[src/bke_pkg.sv]
// Package for the bijective key enumerator: sizes, op and register codes,
// and the structs passed between the front, back and seek units.
// No dependencies.
package bke_pkg;

	// Sizes
	localparam int MAX_KEY_LEN  = 8;
	localparam int ALPHABET_MAX = 64;
	localparam int OP_W         = 2;
	localparam int KEY_W        = 64;
	localparam int CHAR_IDX_W   = 6;
	localparam int CHAR_W       = 8;
	localparam int BASE_W       = $clog2(ALPHABET_MAX + 1);
	localparam int DIGIT_W      = $clog2(ALPHABET_MAX);
	localparam int LEN_W        = $clog2(MAX_KEY_LEN + 1);
	localparam int POS_W        = $clog2(MAX_KEY_LEN);
	localparam int BIT_CNT_W    = $clog2(KEY_W);
	localparam int CFG_IDX_W    = 4;
	localparam int CFG_DATA_W   = 8;

	// Input op codes (code 3 becomes a no-op command)
	localparam logic [OP_W-1:0] OP_WRITE   = 2'd0;
	localparam logic [OP_W-1:0] OP_SEEK    = 2'd1;
	localparam logic [OP_W-1:0] OP_ADVANCE = 2'd2;

	// Command kinds after classification
	localparam int CMD_W = 2;
	localparam logic [CMD_W-1:0] CMD_NOP     = 2'd0;
	localparam logic [CMD_W-1:0] CMD_WRITE   = 2'd1;
	localparam logic [CMD_W-1:0] CMD_SEEK    = 2'd2;
	localparam logic [CMD_W-1:0] CMD_ADVANCE = 2'd3;

	// Configuration register indexes and reset values
	localparam logic [CFG_IDX_W-1:0] REG_ALPHABET_SIZE = 4'd0;
	localparam logic [CFG_IDX_W-1:0] REG_MAX_LENGTH    = 4'd1;
	localparam logic [BASE_W-1:0]    ALPHABET_RESET    = 7'd26;
	localparam logic [LEN_W-1:0]     MAXLEN_RESET      = 4'd8;

	typedef logic [MAX_KEY_LEN-1:0][DIGIT_W-1:0] digits_t;

	// Effective (clamped) configuration
	typedef struct packed {
		logic [BASE_W-1:0] base;
		logic [LEN_W-1:0]  max_len;
	} cfg_t;

	typedef struct packed {
		logic [CMD_W-1:0]      kind;
		logic [KEY_W-1:0]      key_number;
		logic [CHAR_IDX_W-1:0] char_index;
		logic [CHAR_W-1:0]     char_code;
	} cmd_t;

	typedef struct packed {
		logic             done;
		logic             oor;
		logic [LEN_W-1:0] len;
		digits_t          digits;
	} seek_res_t;

	typedef struct packed {
		logic [KEY_W-1:0] key_chars;
		logic [LEN_W-1:0] key_length;
		logic             range_end;
		logic             out_of_range;
	} result_t;

endpackage

[src/bke_ram.sv]
// Generic single-write, single-read RAM with registered read data.
// No dependencies.
module bke_ram #(
	parameter int WIDTH = 8,
	parameter int DEPTH = 64
) (
	input  logic                     clk,
	input  logic                     wr_en,
	input  logic [$clog2(DEPTH)-1:0] wr_addr,
	input  logic [WIDTH-1:0]         wr_data,
	input  logic                     rd_en,
	input  logic [$clog2(DEPTH)-1:0] rd_addr,
	output logic [WIDTH-1:0]         rd_data
);

	logic [WIDTH-1:0] mem_q [DEPTH];

	// Write port
	always_ff @(posedge clk) begin
		if (wr_en) begin
			mem_q[wr_addr] <= wr_data;
		end
	end

	// Registered read port
	always_ff @(posedge clk) begin
		if (rd_en) begin
			rd_data <= mem_q[rd_addr];
		end
	end

endmodule

[src/bke_front.sv]
// Front end: accepts input items, classifies the op and queues commands
// for the back end in a two-entry queue. Depends on bke_pkg.
module bke_front (
	input  logic                               clk,
	input  logic                               arst_n,
	input  logic                               push,
	output logic                               full,
	input  logic [bke_pkg::OP_W-1:0]           op,
	input  logic [bke_pkg::KEY_W-1:0]          key_number,
	input  logic [bke_pkg::CHAR_IDX_W-1:0]     char_index,
	input  logic [bke_pkg::CHAR_W-1:0]         char_code,
	output logic                               cmd_valid,
	output bke_pkg::cmd_t                      cmd,
	input  logic                               cmd_pop
);

	bke_pkg::cmd_t slot_q [2];
	bke_pkg::cmd_t new_cmd;
	logic          wr_ptr_q;
	logic          rd_ptr_q;
	logic [1:0]    count_q;
	logic          accept;
	logic          take;

	assign full      = (count_q == 2'd2);
	assign cmd_valid = (count_q != 2'd0);
	assign cmd       = slot_q[rd_ptr_q];
	assign accept    = push && !full;
	assign take      = cmd_pop && cmd_valid;

	// Classify the op
	always_comb begin
		new_cmd.key_number = key_number;
		new_cmd.char_index = char_index;
		new_cmd.char_code  = char_code;
		case (op)
			bke_pkg::OP_WRITE:   new_cmd.kind = bke_pkg::CMD_WRITE;
			bke_pkg::OP_SEEK:    new_cmd.kind = bke_pkg::CMD_SEEK;
			bke_pkg::OP_ADVANCE: new_cmd.kind = bke_pkg::CMD_ADVANCE;
			default:             new_cmd.kind = bke_pkg::CMD_NOP;
		endcase
	end

	// Advance queue pointers and count
	always_ff @(posedge clk or negedge arst_n) begin
		if (!arst_n) begin
			wr_ptr_q <= 1'b0;
			rd_ptr_q <= 1'b0;
			count_q  <= 2'd0;
		end else begin
			if (accept) begin
				wr_ptr_q <= !wr_ptr_q;
			end
			if (take) begin
				rd_ptr_q <= !rd_ptr_q;
			end
			case ({accept, take})
				2'b10:   count_q <= count_q + 2'd1;
				2'b01:   count_q <= count_q - 2'd1;
				default: count_q <= count_q;
			endcase
		end
	end

	// Hold queued commands
	always_ff @(posedge clk) begin
		if (accept) begin
			slot_q[wr_ptr_q] <= new_cmd;
		end
	end

endmodule

[src/bke_seek.sv]
// Seek unit: counts the keys, finds the key length by taking off powers of
// the base, then splits the remainder into digits with a bit-serial divider.
// Depends on bke_pkg.
module bke_seek (
	input  logic                      clk,
	input  logic                      arst_n,
	input  logic                      start,
	input  logic [bke_pkg::KEY_W-1:0] key_number,
	input  bke_pkg::cfg_t             cfg,
	output bke_pkg::seek_res_t        res
);

	localparam logic [2:0] SK_IDLE = 3'd0;
	localparam logic [2:0] SK_POW  = 3'd1;
	localparam logic [2:0] SK_CHK  = 3'd2;
	localparam logic [2:0] SK_LEN  = 3'd3;
	localparam logic [2:0] SK_DIV  = 3'd4;

	logic [2:0]                               state_q;
	logic                                     done_q;
	logic                                     oor_q;
	logic                                     sat_q;
	logic [bke_pkg::LEN_W-1:0]                i_q;
	logic [bke_pkg::LEN_W-1:0]                len_q;
	logic [bke_pkg::LEN_W-1:0]                k_q;
	logic [bke_pkg::BIT_CNT_W-1:0]            bit_q;
	logic [bke_pkg::KEY_W-1:0]                n_q;
	logic [bke_pkg::KEY_W-1:0]                total_q;
	logic [bke_pkg::KEY_W-1:0]                pw_q;
	logic [bke_pkg::KEY_W-1:0]                rem_q;
	logic [bke_pkg::DIGIT_W-1:0]              r_q;
	bke_pkg::digits_t                         digits_q;

	logic [bke_pkg::KEY_W+bke_pkg::BASE_W-1:0] prod;
	logic                                      mul_ovf;
	logic [bke_pkg::KEY_W-1:0]                 pw_mul;
	logic [bke_pkg::KEY_W:0]                   sum;
	logic                                      mul_due;
	logic                                      len_go;
	logic [bke_pkg::BASE_W-1:0]                trial;
	logic                                      ge;
	logic [bke_pkg::DIGIT_W-1:0]               r_new;
	logic [bke_pkg::KEY_W-1:0]                 q_new;
	logic                                      last_bit;

	// Saturating power step and running key count
	assign prod    = {{bke_pkg::BASE_W{1'b0}}, pw_q} * {{bke_pkg::KEY_W{1'b0}}, cfg.base};
	assign mul_ovf = |prod[bke_pkg::KEY_W+bke_pkg::BASE_W-1:bke_pkg::KEY_W];
	assign pw_mul  = mul_ovf ? '1 : prod[bke_pkg::KEY_W-1:0];
	assign sum     = {1'b0, total_q} + {1'b0, pw_q};
	assign mul_due = (i_q < cfg.max_len);
	assign len_go  = (len_q < cfg.max_len) && (rem_q >= pw_q);

	// One restoring division step per cycle
	assign trial    = {r_q, rem_q[bke_pkg::KEY_W-1]};
	assign ge       = (trial >= cfg.base);
	assign r_new    = ge ? bke_pkg::DIGIT_W'(trial - cfg.base) : bke_pkg::DIGIT_W'(trial);
	assign q_new    = {rem_q[bke_pkg::KEY_W-2:0], ge};
	assign last_bit = (bit_q == '1);

	assign res.done   = done_q;
	assign res.oor    = oor_q;
	assign res.len    = len_q;
	assign res.digits = digits_q;

	// Sequence the seek phases
	always_ff @(posedge clk or negedge arst_n) begin
		if (!arst_n) begin
			state_q <= SK_IDLE;
			done_q  <= 1'b0;
			oor_q   <= 1'b0;
			sat_q   <= 1'b0;
			i_q     <= '0;
			len_q   <= '0;
			k_q     <= '0;
			bit_q   <= '0;
		end else begin
			done_q <= 1'b0;
			case (state_q)
				SK_IDLE: begin
					if (start) begin
						sat_q   <= 1'b0;
						i_q     <= '0;
						state_q <= SK_POW;
					end
				end
				SK_POW: begin
					sat_q <= sat_q | sum[bke_pkg::KEY_W] | (mul_due & mul_ovf);
					i_q   <= i_q + 1'b1;
					if (i_q == cfg.max_len) begin
						state_q <= SK_CHK;
					end
				end
				SK_CHK: begin
					if (!sat_q && (n_q >= total_q)) begin
						oor_q   <= 1'b1;
						done_q  <= 1'b1;
						state_q <= SK_IDLE;
					end else begin
						oor_q   <= 1'b0;
						len_q   <= '0;
						state_q <= SK_LEN;
					end
				end
				SK_LEN: begin
					if (len_go) begin
						len_q <= len_q + 1'b1;
					end else begin
						k_q     <= '0;
						bit_q   <= '0;
						state_q <= SK_DIV;
					end
				end
				SK_DIV: begin
					if (k_q >= len_q) begin
						done_q  <= 1'b1;
						state_q <= SK_IDLE;
					end else begin
						bit_q <= bit_q + 1'b1;
						if (last_bit) begin
							k_q <= k_q + 1'b1;
						end
					end
				end
				default: state_q <= SK_IDLE;
			endcase
		end
	end

	// Datapath: count, powers, remainder and digits
	always_ff @(posedge clk) begin
		case (state_q)
			SK_IDLE: begin
				if (start) begin
					n_q     <= key_number;
					total_q <= '0;
					pw_q    <= bke_pkg::KEY_W'(1);
				end
			end
			SK_POW: begin
				total_q <= sum[bke_pkg::KEY_W] ? '1 : sum[bke_pkg::KEY_W-1:0];
				if (mul_due) begin
					pw_q <= pw_mul;
				end
			end
			SK_CHK: begin
				rem_q    <= n_q;
				pw_q     <= bke_pkg::KEY_W'(1);
				digits_q <= '0;
				r_q      <= '0;
			end
			SK_LEN: begin
				if (len_go) begin
					rem_q <= rem_q - pw_q;
					pw_q  <= pw_mul;
				end
			end
			SK_DIV: begin
				if (k_q < len_q) begin
					rem_q <= q_new;
					if (last_bit) begin
						digits_q[k_q[bke_pkg::POS_W-1:0]] <= r_new;
						r_q <= '0;
					end else begin
						r_q <= r_new;
					end
				end
			end
			default: ;
		endcase
	end

endmodule

[src/bke_back.sv]
// Back end: executes commands (table write, seek, advance), looks up the key
// characters in banked copies of the character table and queues results.
// Depends on bke_pkg, bke_seek and bke_ram.
module bke_back (
	input  logic               clk,
	input  logic               arst_n,
	input  bke_pkg::cfg_t      cfg,
	input  logic               cmd_valid,
	input  bke_pkg::cmd_t      cmd,
	output logic               cmd_pop,
	input  logic               pop,
	output logic               empty,
	output bke_pkg::result_t   res
);

	localparam logic [1:0] ST_IDLE = 2'd0;
	localparam logic [1:0] ST_SEEK = 2'd1;
	localparam logic [1:0] ST_LOOK = 2'd2;
	localparam logic [1:0] ST_READ = 2'd3;

	logic [1:0]                   state_q;
	bke_pkg::digits_t             digit_q;
	logic [bke_pkg::LEN_W-1:0]    len_q;
	logic                         exh_q;
	logic                         end_q;
	logic                         oor_q;
	bke_pkg::result_t             out_q [2];
	logic                         out_wr_q;
	logic                         out_rd_q;
	logic [1:0]                   out_cnt_q;

	logic                         start;
	logic                         seek_start;
	logic                         tbl_wr;
	bke_pkg::seek_res_t           seek_res;
	logic [bke_pkg::DIGIT_W-1:0]  base_m1;
	bke_pkg::digits_t             adv_digits;
	logic                         carry;
	logic                         found;
	logic                         grow;
	logic [bke_pkg::CHAR_W-1:0]   rd_char [bke_pkg::MAX_KEY_LEN];
	bke_pkg::result_t             new_res;
	logic                         res_push;
	logic                         res_pop;

	assign start      = (state_q == ST_IDLE) && cmd_valid && (out_cnt_q != 2'd2);
	assign cmd_pop    = start;
	assign seek_start = start && (cmd.kind == bke_pkg::CMD_SEEK);
	assign tbl_wr     = start && (cmd.kind == bke_pkg::CMD_WRITE);
	assign base_m1    = bke_pkg::DIGIT_W'(cfg.base - 1'b1);
	assign res_push   = (state_q == ST_READ);
	assign res_pop    = pop && (out_cnt_q != 2'd0);
	assign empty      = (out_cnt_q == 2'd0);
	assign res        = out_q[out_rd_q];

	bke_seek u_seek (
		.clk        (clk),
		.arst_n     (arst_n),
		.start      (seek_start),
		.key_number (cmd.key_number),
		.cfg        (cfg),
		.res        (seek_res)
	);

	// One table copy per key position, all written together
	for (genvar g = 0; g < bke_pkg::MAX_KEY_LEN; g++) begin : g_tbl
		bke_ram #(
			.WIDTH (bke_pkg::CHAR_W),
			.DEPTH (bke_pkg::ALPHABET_MAX)
		) u_tbl (
			.clk     (clk),
			.wr_en   (tbl_wr),
			.wr_addr (cmd.char_index),
			.wr_data (cmd.char_code),
			.rd_en   (state_q == ST_LOOK),
			.rd_addr (digit_q[g]),
			.rd_data (rd_char[g])
		);
	end

	// Odometer: ripple the carry through the digits of the current length
	always_comb begin
		adv_digits = digit_q;
		carry      = 1'b1;
		found      = 1'b0;
		for (int i = 0; i < bke_pkg::MAX_KEY_LEN; i++) begin
			if ((bke_pkg::LEN_W'(i) < len_q) && carry) begin
				if (digit_q[i] >= base_m1) begin
					adv_digits[i] = '0;
				end else begin
					adv_digits[i] = bke_pkg::DIGIT_W'(digit_q[i] + 1'b1);
					carry         = 1'b0;
					found         = 1'b1;
				end
			end
		end
		grow = !found && (len_q < cfg.max_len)
			&& (len_q < bke_pkg::LEN_W'(bke_pkg::MAX_KEY_LEN));
		for (int i = 0; i < bke_pkg::MAX_KEY_LEN; i++) begin
			if (grow && (bke_pkg::LEN_W'(i) == len_q)) begin
				adv_digits[i] = '0;
			end
		end
	end

	// Pack the looked-up characters, zero above the key length
	always_comb begin
		new_res.key_length   = len_q;
		new_res.range_end    = end_q;
		new_res.out_of_range = oor_q;
		for (int k = 0; k < bke_pkg::MAX_KEY_LEN; k++) begin
			new_res.key_chars[k*bke_pkg::CHAR_W +: bke_pkg::CHAR_W] =
				(bke_pkg::LEN_W'(k) < len_q) ? rd_char[k] : '0;
		end
	end

	// Execute commands and update the key state
	always_ff @(posedge clk or negedge arst_n) begin
		if (!arst_n) begin
			state_q <= ST_IDLE;
			digit_q <= '0;
			len_q   <= '0;
			exh_q   <= 1'b0;
			end_q   <= 1'b0;
			oor_q   <= 1'b0;
		end else begin
			case (state_q)
				ST_IDLE: begin
					if (start) begin
						end_q <= 1'b0;
						oor_q <= 1'b0;
						case (cmd.kind)
							bke_pkg::CMD_SEEK: begin
								state_q <= ST_SEEK;
							end
							bke_pkg::CMD_ADVANCE: begin
								if (exh_q) begin
									end_q <= 1'b1;
								end else if (found) begin
									digit_q <= adv_digits;
								end else if (grow) begin
									digit_q <= adv_digits;
									len_q   <= len_q + 1'b1;
								end else begin
									exh_q <= 1'b1;
									end_q <= 1'b1;
								end
								state_q <= ST_LOOK;
							end
							default: begin
								state_q <= ST_LOOK;
							end
						endcase
					end
				end
				ST_SEEK: begin
					if (seek_res.done) begin
						if (seek_res.oor) begin
							oor_q <= 1'b1;
						end else begin
							digit_q <= seek_res.digits;
							len_q   <= seek_res.len;
							exh_q   <= 1'b0;
						end
						state_q <= ST_LOOK;
					end
				end
				ST_LOOK: begin
					state_q <= ST_READ;
				end
				ST_READ: begin
					state_q <= ST_IDLE;
				end
				default: state_q <= ST_IDLE;
			endcase
		end
	end

	// Advance result queue pointers and count
	always_ff @(posedge clk or negedge arst_n) begin
		if (!arst_n) begin
			out_wr_q  <= 1'b0;
			out_rd_q  <= 1'b0;
			out_cnt_q <= 2'd0;
		end else begin
			if (res_push) begin
				out_wr_q <= !out_wr_q;
			end
			if (res_pop) begin
				out_rd_q <= !out_rd_q;
			end
			case ({res_push, res_pop})
				2'b10:   out_cnt_q <= out_cnt_q + 2'd1;
				2'b01:   out_cnt_q <= out_cnt_q - 2'd1;
				default: out_cnt_q <= out_cnt_q;
			endcase
		end
	end

	// Hold queued results
	always_ff @(posedge clk) begin
		if (res_push) begin
			out_q[out_wr_q] <= new_res;
		end
	end

endmodule

[src/bijective_key_enumerator.sv]
// Top level of the bijective key enumerator: configuration registers and the
// front and back ends. Depends on bke_pkg, bke_front and bke_back.

// Enumerates keys over a loaded character set in bijective base-k order, one
// result per input item, through two-entry queues on both sides. A table
// write, an advance or an unknown op passes through the back end in three
// steps (state update, table read, result write). A seek first runs the seek
// unit, whose bit-serial divider produces the digits of the resulting key one
// at a time. Configuration writes are taken at any time, with ready held high,
// and must only be issued while the block is idle. Characters of table entries
// never written read as undefined.
module bijective_key_enumerator (
	input  logic                              clk,
	input  logic                              arst_n,
	input  logic                              push,
	output logic                              full,
	input  logic [bke_pkg::OP_W-1:0]          op,
	input  logic [bke_pkg::KEY_W-1:0]         key_number,
	input  logic [bke_pkg::CHAR_IDX_W-1:0]    char_index,
	input  logic [bke_pkg::CHAR_W-1:0]        char_code,
	output logic                              empty,
	input  logic                              pop,
	output logic [bke_pkg::KEY_W-1:0]         key_chars,
	output logic [bke_pkg::LEN_W-1:0]         key_length,
	output logic                              range_end,
	output logic                              out_of_range,
	input  logic                              cfg_valid,
	output logic                              cfg_ready,
	input  logic [bke_pkg::CFG_IDX_W-1:0]     cfg_index,
	input  logic [bke_pkg::CFG_DATA_W-1:0]    cfg_data
);

	logic [bke_pkg::BASE_W-1:0] alphabet_size_q;
	logic [bke_pkg::LEN_W-1:0]  max_length_q;
	bke_pkg::cfg_t              cfg;
	logic                       cmd_valid;
	bke_pkg::cmd_t              cmd;
	logic                       cmd_pop;
	bke_pkg::result_t           res;

	assign cfg_ready    = 1'b1;
	assign key_chars    = res.key_chars;
	assign key_length   = res.key_length;
	assign range_end    = res.range_end;
	assign out_of_range = res.out_of_range;

	// Write configuration registers
	always_ff @(posedge clk or negedge arst_n) begin
		if (!arst_n) begin
			alphabet_size_q <= bke_pkg::ALPHABET_RESET;
			max_length_q    <= bke_pkg::MAXLEN_RESET;
		end else if (cfg_valid && cfg_ready) begin
			case (cfg_index)
				bke_pkg::REG_ALPHABET_SIZE: alphabet_size_q <= cfg_data[bke_pkg::BASE_W-1:0];
				bke_pkg::REG_MAX_LENGTH:    max_length_q    <= cfg_data[bke_pkg::LEN_W-1:0];
				default: ;
			endcase
		end
	end

	// Clamp base and length limit to their legal ranges
	always_comb begin
		if (alphabet_size_q == '0) begin
			cfg.base = bke_pkg::BASE_W'(1);
		end else if (alphabet_size_q > bke_pkg::BASE_W'(bke_pkg::ALPHABET_MAX)) begin
			cfg.base = bke_pkg::BASE_W'(bke_pkg::ALPHABET_MAX);
		end else begin
			cfg.base = alphabet_size_q;
		end
		if (max_length_q == '0) begin
			cfg.max_len = bke_pkg::LEN_W'(1);
		end else if (max_length_q > bke_pkg::LEN_W'(bke_pkg::MAX_KEY_LEN)) begin
			cfg.max_len = bke_pkg::LEN_W'(bke_pkg::MAX_KEY_LEN);
		end else begin
			cfg.max_len = max_length_q;
		end
	end

	bke_front u_front (
		.clk        (clk),
		.arst_n     (arst_n),
		.push       (push),
		.full       (full),
		.op         (op),
		.key_number (key_number),
		.char_index (char_index),
		.char_code  (char_code),
		.cmd_valid  (cmd_valid),
		.cmd        (cmd),
		.cmd_pop    (cmd_pop)
	);

	bke_back u_back (
		.clk       (clk),
		.arst_n    (arst_n),
		.cfg       (cfg),
		.cmd_valid (cmd_valid),
		.cmd       (cmd),
		.cmd_pop   (cmd_pop),
		.pop       (pop),
		.empty     (empty),
		.res       (res)
	);

`ifndef NO_ASSERTIONS
	// A shown key never exceeds the longest key
	a_len_bound: assert property (@(posedge clk) disable iff (!arst_n)
		!empty |-> (int'(key_length) <= bke_pkg::MAX_KEY_LEN))
		else $error("key_length above maximum key length");

	// A result never flags both end of range and a bad seek
	a_flags_excl: assert property (@(posedge clk) disable iff (!arst_n)
		!empty |-> !(range_end && out_of_range))
		else $error("range_end and out_of_range both set");

	// The empty key carries no characters
	a_empty_key: assert property (@(posedge clk) disable iff (!arst_n)
		(!empty && (key_length == '0)) |-> (key_chars == '0))
		else $error("characters present on an empty key");
`endif

endmodule
[config.mk]
export PLATFORM = sky130hd
export DESIGN_NAME = bijective_key_enumerator
export DESIGN_NICKNAME = d
export VERILOG_FILES = /design/src/bke_pkg.sv /design/src/bke_ram.sv /design/src/bke_front.sv /design/src/bke_seek.sv /design/src/bke_back.sv /design/src/bijective_key_enumerator.sv
export SDC_FILE = /design/constraint.sdc
export NUM_CORES = 2
export LEC_CHECK = 0
export ABC_AREA = 0
export BUFFER_PORTS_ARGS = -buffer_cell sky130_fd_sc_hd__buf_2
export CORE_UTILIZATION = 35
export DETAILED_ROUTE_END_ITERATION = 8
export GPL_ROUTABILITY_DRIVEN = 0
export MAX_ROUTING_LAYER = met4
export PLACE_DENSITY = 0.59
export SYNTH_ARGS = -nofsm -noshare
export SYNTH_HDL_FRONTEND = slang
export SYNTH_MEMORY_MAX_BITS = 65536
export SYNTH_SLANG_ARGS = --single-unit
[constraint.sdc]
create_clock -name clk -period 12.76 [get_ports clk]
set_clock_uncertainty 0.2 [all_clocks]
set_input_delay 1.914 -clock clk [delete_from_list [all_inputs] [get_ports clk]]
set_output_delay 1.914 -clock clk [all_outputs]
set_load 0.01 [all_outputs]
After elaboration in Yosys (flattened, before gate mapping)
Memories as Yosys holds them, arrays and structs flattened. A register that Yosys moved wholly into a read port is not among the register bits.
Index checks and enable logic that the tools add are counted.
{"block": "op_classes", "addsub": 21, "multipliers": 1, "n_lt_le_gt_ge": 29, "n_eq_ne": 47, "mux": 152, "n_bitwise": 3, "n_reduce_logical": 72}
{"op": "64-bit 2-to-1 mux", "count": 8}
{"op": "48-bit 2-to-1 mux", "count": 9}
{"op": "64-bit one-hot mux with 4 select lines", "count": 1}
{"op": "48-bit one-hot mux with 2 select lines", "count": 2}
{"op": "64-bit one-hot mux with 3 select lines", "count": 1}
{"op": "6-bit 2-to-1 mux", "count": 30}
{"op": "64-bit >= comparator", "count": 2}
{"op": "64-bit one-hot mux with 2 select lines", "count": 1}
{"op": "64-bit by 7-bit multiplier with 71-bit output", "count": 1}
{"op": "64-bit by 64-bit adder with 65-bit output", "count": 1}
{"op": "8-bit 2-to-1 mux", "count": 8}
{"op": "64-bit subtractor", "count": 1}
{"op": "4-bit 2-to-1 mux", "count": 15}
{"op": "6-bit by 1-bit adder with 6-bit output (second input constant)", "count": 9}
{"op": "1-bit 2-to-1 mux", "count": 50}
{"op": "48-bit bitwise mux", "count": 1}
{"op": "6-bit >= comparator", "count": 8}
{"op": "2-bit inequality test (second input constant)", "count": 16}
{"op": "4-bit one-hot mux with 2 select lines", "count": 4}
{"op": "1-bit logical AND", "count": 27}
{"op": "6-bit one-hot mux with 2 select lines", "count": 2}
{"op": "6-bit demux with 3-bit select", "count": 1}
{"op": "2-bit nonzero test", "count": 9}
{"op": "4-bit by 1-bit adder with 4-bit output (second input constant)", "count": 4}
{"op": "other kinds (52)", "count": 114}
{"block": "totals", "register_bits": 410, "ramBits": 4396, "output_inout_bits": 73, "mem_count": 10}
{"name": "u_back.g_tbl[0].u_tbl.mem_q", "depth": 64, "width": 8, "rd": 1, "rd_clocked_by_memory_dff": 1, "write_ports": 1, "line": "bke_ram.sv:16", "source": "logic [WIDTH-1:0] mem_q [DEPTH];"}
{"name": "u_back.g_tbl[1].u_tbl.mem_q", "depth": 64, "width": 8, "rd": 1, "rd_clocked_by_memory_dff": 1, "write_ports": 1, "line": "bke_ram.sv:16"}
{"name": "u_back.g_tbl[2].u_tbl.mem_q", "depth": 64, "width": 8, "rd": 1, "rd_clocked_by_memory_dff": 1, "write_ports": 1, "line": "bke_ram.sv:16"}
{"name": "u_back.g_tbl[3].u_tbl.mem_q", "depth": 64, "width": 8, "rd": 1, "rd_clocked_by_memory_dff": 1, "write_ports": 1, "line": "bke_ram.sv:16"}
{"name": "u_back.g_tbl[4].u_tbl.mem_q", "depth": 64, "width": 8, "rd": 1, "rd_clocked_by_memory_dff": 1, "write_ports": 1, "line": "bke_ram.sv:16"}
{"name": "u_back.g_tbl[5].u_tbl.mem_q", "depth": 64, "width": 8, "rd": 1, "rd_clocked_by_memory_dff": 1, "write_ports": 1, "line": "bke_ram.sv:16"}
{"name": "+4 memories"}

Depth between registers and ports, before layout
{"block": "logic_depth", "word_depth": 32, "ltp_mapped": 29, "ltp_nobuf": 23}

Hierarchy
A second synthesis with hierarchy kept.
{"block": "hier_totals", "hier_cells": 12798, "area_unflattened_um2": 216043.5}
{"mod": "bke_ram (u_back.g_tbl[1].u_tbl ...)", "n_inst": 7, "cells_per_inst": 940, "area_each_um2": 20246.9}
{"mod": "bke_seek", "n_inst": 1, "cells_per_inst": 3989, "area_each_um2": 36251.0}
{"mod": "bke_ram (u_back.g_tbl[0].u_tbl)", "n_inst": 1, "cells_per_inst": 972, "area_each_um2": 20270.7}
{"mod": "bke_back", "n_inst": 1, "cells_per_inst": 940, "area_each_um2": 10809.1}
{"mod": "bke_front", "n_inst": 1, "cells_per_inst": 274, "area_each_um2": 6424.9}
{"mod": "bijective_key_enumerator", "n_inst": 1, "cells_per_inst": 43, "area_each_um2": 559.3}

Worst setup path before layout
Ideal clock, no wire load.
{"block": "synth_timing", "kind": "register to register", "from": "register u_back.u_seek.pw_q[27] (netlist name)", "to": "register u_back.u_seek.pw_q[0] (netlist name) (enable)", "setup_time_ps": 565, "t_arrival_ps": 7348, "t_required_ps": 11995, "setup_slack_ps": 4647, "path_stages_with_launch": 13, "path_buffers": 1, "synth_period_minus_slack_ps": 8113, "cell_sequence": "edfxtp_1 inv_1 ha_1 clkbuf_1 nand4_1 or2_1 or4_1 nor2_1 a21boi_0 o21ai_1 o21bai_1 a211oi_1 nor3_1"}
{"block": "synth_via", "elab_chain_len": 4}
{"element": "start: declaration", "line": "bke_seek.sv:29", "source": "logic [bke_pkg::KEY_W-1:0] pw_q;"}
{"element": "start signal: assignment", "line": "bke_seek.sv:137", "source": "pw_q <= bke_pkg::KEY_W'(1);"}
{"element": "start signal: assignment", "line": "bke_seek.sv:143", "source": "pw_q <= pw_mul;"}
{"element": "start signal: assignment", "line": "bke_seek.sv:148", "source": "pw_q <= bke_pkg::KEY_W'(1);"}
{"element": "64-bit >= comparator", "line": "bke_seek.sv:52", "source": "assign len_go = (len_q < cfg.max_len) && (rem_q >= pw_q);"}
{"element": "1-bit logical AND", "line": "bke_seek.sv:52"}
{"element": "2-bit inequality test (no source line)"}
{"element": "4-bit AND reduction (no source line)"}
Every way passes these cells.
A chain may end at the register's enable or synchronous reset.

Final worst setup path
{"block": "layout_timing", "from": "register alphabet_size_q[6] (netlist name)", "to": "register u_back.u_seek.pw_q[37] (netlist name), data pin"}
{"block": "layout_via", "elab_chain_len": 8}
{"element": "start: declaration", "line": "bijective_key_enumerator.sv:33", "source": "logic [bke_pkg::BASE_W-1:0] alphabet_size_q;"}
{"element": "start signal: assignment", "line": "bijective_key_enumerator.sv:50", "source": "alphabet_size_q <= bke_pkg::ALPHABET_RESET;"}
{"element": "start signal: assignment", "line": "bijective_key_enumerator.sv:54", "source": "bke_pkg::REG_ALPHABET_SIZE: alphabet_size_q <= cfg_data[bke_pkg::BASE_W-1:0];"}
{"element": "7-bit > comparator", "line": "bijective_key_enumerator.sv:65", "source": "end else if (alphabet_size_q > bke_pkg::BASE_W'(bke_pkg::ALPHABET_MAX)) begin"}
{"element": "7-bit 2-to-1 mux", "line": "bijective_key_enumerator.sv:65"}
{"element": "7-bit 2-to-1 mux (*)", "line": "bijective_key_enumerator.sv:63", "source": "if (alphabet_size_q == '0) begin"}
{"element": "64-bit by 7-bit multiplier with 71-bit output (*)", "line": "bke_seek.sv:47", "source": "assign prod = {{bke_pkg::BASE_W{1'b0}}, pw_q} * {{bke_pkg::KEY_W{1'b0}}, cfg.base};"}
{"element": "7-bit OR reduction", "line": "bke_seek.sv:48", "source": "assign mul_ovf = |prod[bke_pkg::KEY_W+bke_pkg::BASE_W-1:bke_pkg::KEY_W];"}
{"element": "64-bit 2-to-1 mux (*)", "line": "bke_seek.sv:49", "source": "assign pw_mul = mul_ovf ? '1 : prod[bke_pkg::KEY_W-1:0];"}
{"element": "64-bit 2-to-1 mux, on equally long branches", "line": "bke_seek.sv:153, bke_seek.sv:142"}
{"element": "64-bit one-hot mux with 4 select lines (*)", "line": "bke_seek.sv:132", "source": "case (state_q)"}
{"element": "end signal: assignment", "line": "bke_seek.sv:137"}
{"element": "end signal: assignment", "line": "bke_seek.sv:143"}
{"element": "end signal: assignment", "line": "bke_seek.sv:155", "source": "pw_q <= pw_mul;"}
Mark *: on every way between the ends. The rest lies on a longest branch, timed or not. The select of a mux whose other input is x is not followed.

==> key figures <==
Timing
  – Total count of hold-check failures in the final report: 0
  – Highest clock rate: 0.102 GHz
  – Relative slew margins: 6.52%
  – Final worst path period share: 76.7%
  – Post-layout minimum cycle time: 9.79 ns
  – Final setup TNS: 0 ns
  – Total setup violations reported at the end of the flow: 0
  – Unrepaired setup endpoints after global routing: no
  – Total count of max-transition violations in the final report: 0
  – Least-Margin Pin Slew: 1.40 ns

Setup path
  – Largest fanout of any net on the critical path: 56
  – Critical register-to-register path startpoint: alphabet_size_q[6]
  – Beginning of the critical path: alphabet_size_q[6]
  – Category of the worst setup path launch point: flop
  – Worst-case register-to-register setup slack: 2.97 ns
  – FF-to-FF End: u_back.u_seek.pw_q[37]
  – Capturing element type of the critical path: flop
  – Capture point of the critical path: u_back.u_seek.pw_q[37]
  – Worst reg2reg path depth: 24
  – Classification of the worst setup path: reg -> reg
  – Required time of the worst setup path: 13.11 ns
  – Data arrival time of the critical path: 10.13 ns

Synthesis
  – Number of enable-type register cells in the synthesized netlist: 1,186
  – Flops & latches, synth: 1,286
  – Number of different library cells in the post-synthesis netlist: 91
  – Count of yosys warnings during synthesis: 0
  – Dominant register cell in the synthesized netlist: sky130_fd_sc_hd__edfxtp_1
  – Synthesized area per cell: 12.1 sq um
  – Cell area after synthesis: 103,000 sq um
  – Async S/R FF share, synth: 7.78%
  – Cell count after synthesis: 8,574
  – Post-Synthesis Net Count: 9,333
  – Share of synthesized area occupied by flip-flops and latches: 36.9%

Clock network
  – CTS root buffer: sky130_fd_sc_hd__clkbuf_16
  – Post-cts hold buffer count: 0
  – Number of H-tree branching levels: 4
  – Worst-skew pair later-pin latency: 0.86 ns
  – Post-cts resize count: 0
  – Number of buffers on the longest clock path: 4
  – Postcts setup bufs: 0
  – CTS tree: built
  – Clock transition at the registers of the reported paths: 0.07 ns
  – Clock buffer count from CTS: 156
  – Sink Count: 1,286

Status
  – Result of the run: complete, but fails checks
  – Failing checks: DRC

Route
  – Routed wire length per instance: 31.5 um
  – Number of optimization iterations in the first detailed-route pass: 9
  – Drt first-iter violations: 13.0k
  – Antenna viol nets, final: 0
  – Number of remaining DRC errors: 102
  – Total wire length: 393 mm
  – Vias after detailed routing: 81.7k
  – Via/cell ratio: 6.54

Cells and area
  – Most common cell after layout, fill and taps aside: sky130_fd_sc_hd__edfxtp_1
  – Area overhead of the layout relative to synthesis: 9.66%
  – Fraction of final layout cells sized beyond drive strength 1: 22.9%
  – Post-layout util: 38.6%
  – Final design instance area without fill: 113,000 sq um
  – Final-stage net count: 9,203
  – Number of filler instances in the final layout: 27.8k
  – Filler-free cell count of the finished design: 12.5k
  – Commonest cells after routing, fill and taps aside: sky130_fd_sc_hd__edfxtp_1, sky130_fd_sc_hd__mux4_2, sky130_fd_sc_hd__a21oi_1

Flow run
  – Reported max-cap violation count: 0

GRT
  – First-pass GRT wire length: 564 mm
  – GRT Total Usage: 26.6%
  – Vias in the first global route: 79.1k
  – Antenna violations before repair: 38
  – Largest net degree at the start of global routing: 99
  – Overall overflow remaining after global route: 0

Power and ir drop
  – Final Total Pwr: 34.9 mW
  – Total leakage power: 41.1 nW
  – Power Dens Cells: 308 nW/um^2
  – Worst IR Drop VDD: 0.000253 V

Floorplanning
  – Initial Util: 35.2%
  – Count of pins on the block boundary: 170
  – Area of the die: 298,000 sq um
  – Horiz. Die Dim: 546 um
  – Number of cell rows: 199
  – Die height: 546 um
  – Floorplan Core Area: 294,000 sq um

Min path
  – Path category of the worst min-delay check: reg -> reg

Placed design
  – Post-placement cell count: 12.2k
  – Placed Area: 108,000 sq um
  – Number of buffers added on ports: 167
  – Half-perimeter wire length of the detailed placement result: 261 mm
## cells in the mapped netlist (all sizes together) (14+ instances only)
| library cell | n | area, sq um |
|---|---|---|
| edfxtp | 1186 | 35600 |
| mux4 | 960 | 21600 |
| a21oi | 639 | 3200 |
| nor2 | 628 | 2360 |
| nand2 | 545 | 2050 |
| inv | 531 | 1990 |
| clkbuf | 506 | 1900 |
| mux2i | 412 | 4120 |
| o21ai | 397 | 1990 |
| ha | 350 | 4380 |
| fa | 312 | 6250 |
| mux2 | 283 | 3190 |
| a21o | 141 | 1060 |
| o22ai | 140 | 876 |
| o221ai | 135 | 1180 |
| buf | 121 | 499 |
| xnor2 | 112 | 981 |
| dfrtp | 96 | 2400 |
| xor2 | 90 | 788 |
| nor2b | 89 | 557 |
| nand3 | 84 | 433 |
| nand4 | 67 | 425 |
| nor3 | 63 | 315 |
| a22oi | 59 | 443 |
| nand2b | 59 | 369 |
| a211oi | 51 | 388 |
| and3 | 46 | 288 |
| and2 | 43 | 269 |
| a31oi | 40 | 256 |
| o21bai | 39 | 293 |
| a22o | 32 | 280 |
| o31ai | 30 | 225 |
| o211ai | 27 | 203 |
| o21a | 22 | 165 |
| a221oi | 19 | 190 |
| or3 | 17 | 106 |
| a21boi | 16 | 120 |
| or2 | 14 | 87.6 |
## cells by family after synthesis
family / Yosys count / share of synthesized area (%)
AO/OA/AOI/OAI: 1895 / 11.5
flip-flops: 1286 / 36.9
buffers and inverters: 1168 / 4.29
multiplexers: 1655 / 28.0
other: 1 / 0.00363
AND/OR/NAND/NOR: 1694 / 7.31
XOR/XNOR: 202 / 1.71
adder cells (fa/ha/maj): 673 / 10.4
## worst min path at each step
stage,startpoint,cells past startpoint,end
after global routing,u_front.slot_q[0][49],1,u_back.u_seek.n_q[35]
after global placement,u_front.count_q[1],1,u_front.count_q[1]
after CTS,u_back.u_seek.i_q[3],1,u_back.u_seek.i_q[3]
final,u_back.u_seek.i_q[3],1,u_back.u_seek.i_q[3]
after floorplan,u_back.end_q,0,u_back.out_q[0][1]
after detailed placement,u_back.u_seek.i_q[3],1,u_back.u_seek.i_q[3]
## report_power, final
group	switching [mW]	total, mW	internal (mW)
logic	14.2	23.0	8.77
clock network	1.90	4.42	2.52
registers	1.34	7.47	6.13
total	17.5	34.9	17.4
## sequential cells by signal, summed over array words and instances (netlist names), 6 cells and up
register,flops
alphabet_size_q,7
u_back.digit_q,48
u_back.g_tbl.u_tbl.mem_q,512
u_back.g_tbl.u_tbl.rd_data,64
u_back.out_q,140
u_back.u_seek.bit_q,6
u_back.u_seek.n_q,64
u_back.u_seek.pw_q,64
u_back.u_seek.r_q,6
u_back.u_seek.rem_q,64
u_back.u_seek.res,48
u_back.u_seek.total_q,64
u_front.slot_q,160
## metal layers
metal,wire length [um],vias to the layer above,part of all wire (%),GRT usage [%]
met3,56400,1668,14,10.6
met2,170000,6341,43,38.4
met4,29700,0,7.6,15.9
met5,0,-,0,-
li1,-,33004,-,-
met1,138000,40719,35,31.1
## cell type report
cell class / count / area [sq um] / area share [%]
multi-input combinational: 6120 / 61100 / 53.9
sequential: 1286 / 38200 / 33.7
tap: 3919 / 4900 / 4.32
clock buffer: 180 / 4000 / 3.53
timing repair buffer: 339 / 2190 / 1.93
inverter: 541 / 2030 / 1.79
clock inverter: 89 / 861 / 0.759
antenna: 24 / 60.1 / 0.0530
## critical path: stages (launching register included)
cell                       delay (ns)
sky130_fd_sc_hd__dfrtp_1         1.00
sky130_fd_sc_hd__nor2b_1         0.18
sky130_fd_sc_hd__buf_4           0.26
sky130_fd_sc_hd__inv_2           0.47
sky130_fd_sc_hd__buf_4           0.48
sky130_fd_sc_hd__nor2_1          0.12
sky130_fd_sc_hd__fa_1            0.57
sky130_fd_sc_hd__fa_1            0.43
sky130_fd_sc_hd__fa_1            0.52
sky130_fd_sc_hd__inv_1           0.06
sky130_fd_sc_hd__fa_1            0.52
sky130_fd_sc_hd__inv_1           0.04
sky130_fd_sc_hd__ha_1            0.37
sky130_fd_sc_hd__nand4_1         0.19
sky130_fd_sc_hd__nor3_1          0.38
sky130_fd_sc_hd__and4_1          0.24
sky130_fd_sc_hd__o21ai_0         0.13
sky130_fd_sc_hd__a31oi_1         0.47
sky130_fd_sc_hd__a31oi_1         0.29
sky130_fd_sc_hd__o21bai_1        0.40
sky130_fd_sc_hd__a41oi_1         0.19
sky130_fd_sc_hd__xnor2_1         0.16
sky130_fd_sc_hd__nor4_2          0.79
sky130_fd_sc_hd__buf_4           0.75
sky130_fd_sc_hd__a21oi_1         0.16
## stage by stage
stage | hold WS [ns] | worst slack, ns
finish | 0.297 | 2.97
global route | 0.307 | 2.58
CTS | 0.301 | 3.13
detailed placement | 0.294 | 3.23
global placement | 0.288 | 3.17
floorplan | 0.242 | 4.65
Power figures use the tool's default switching activity.
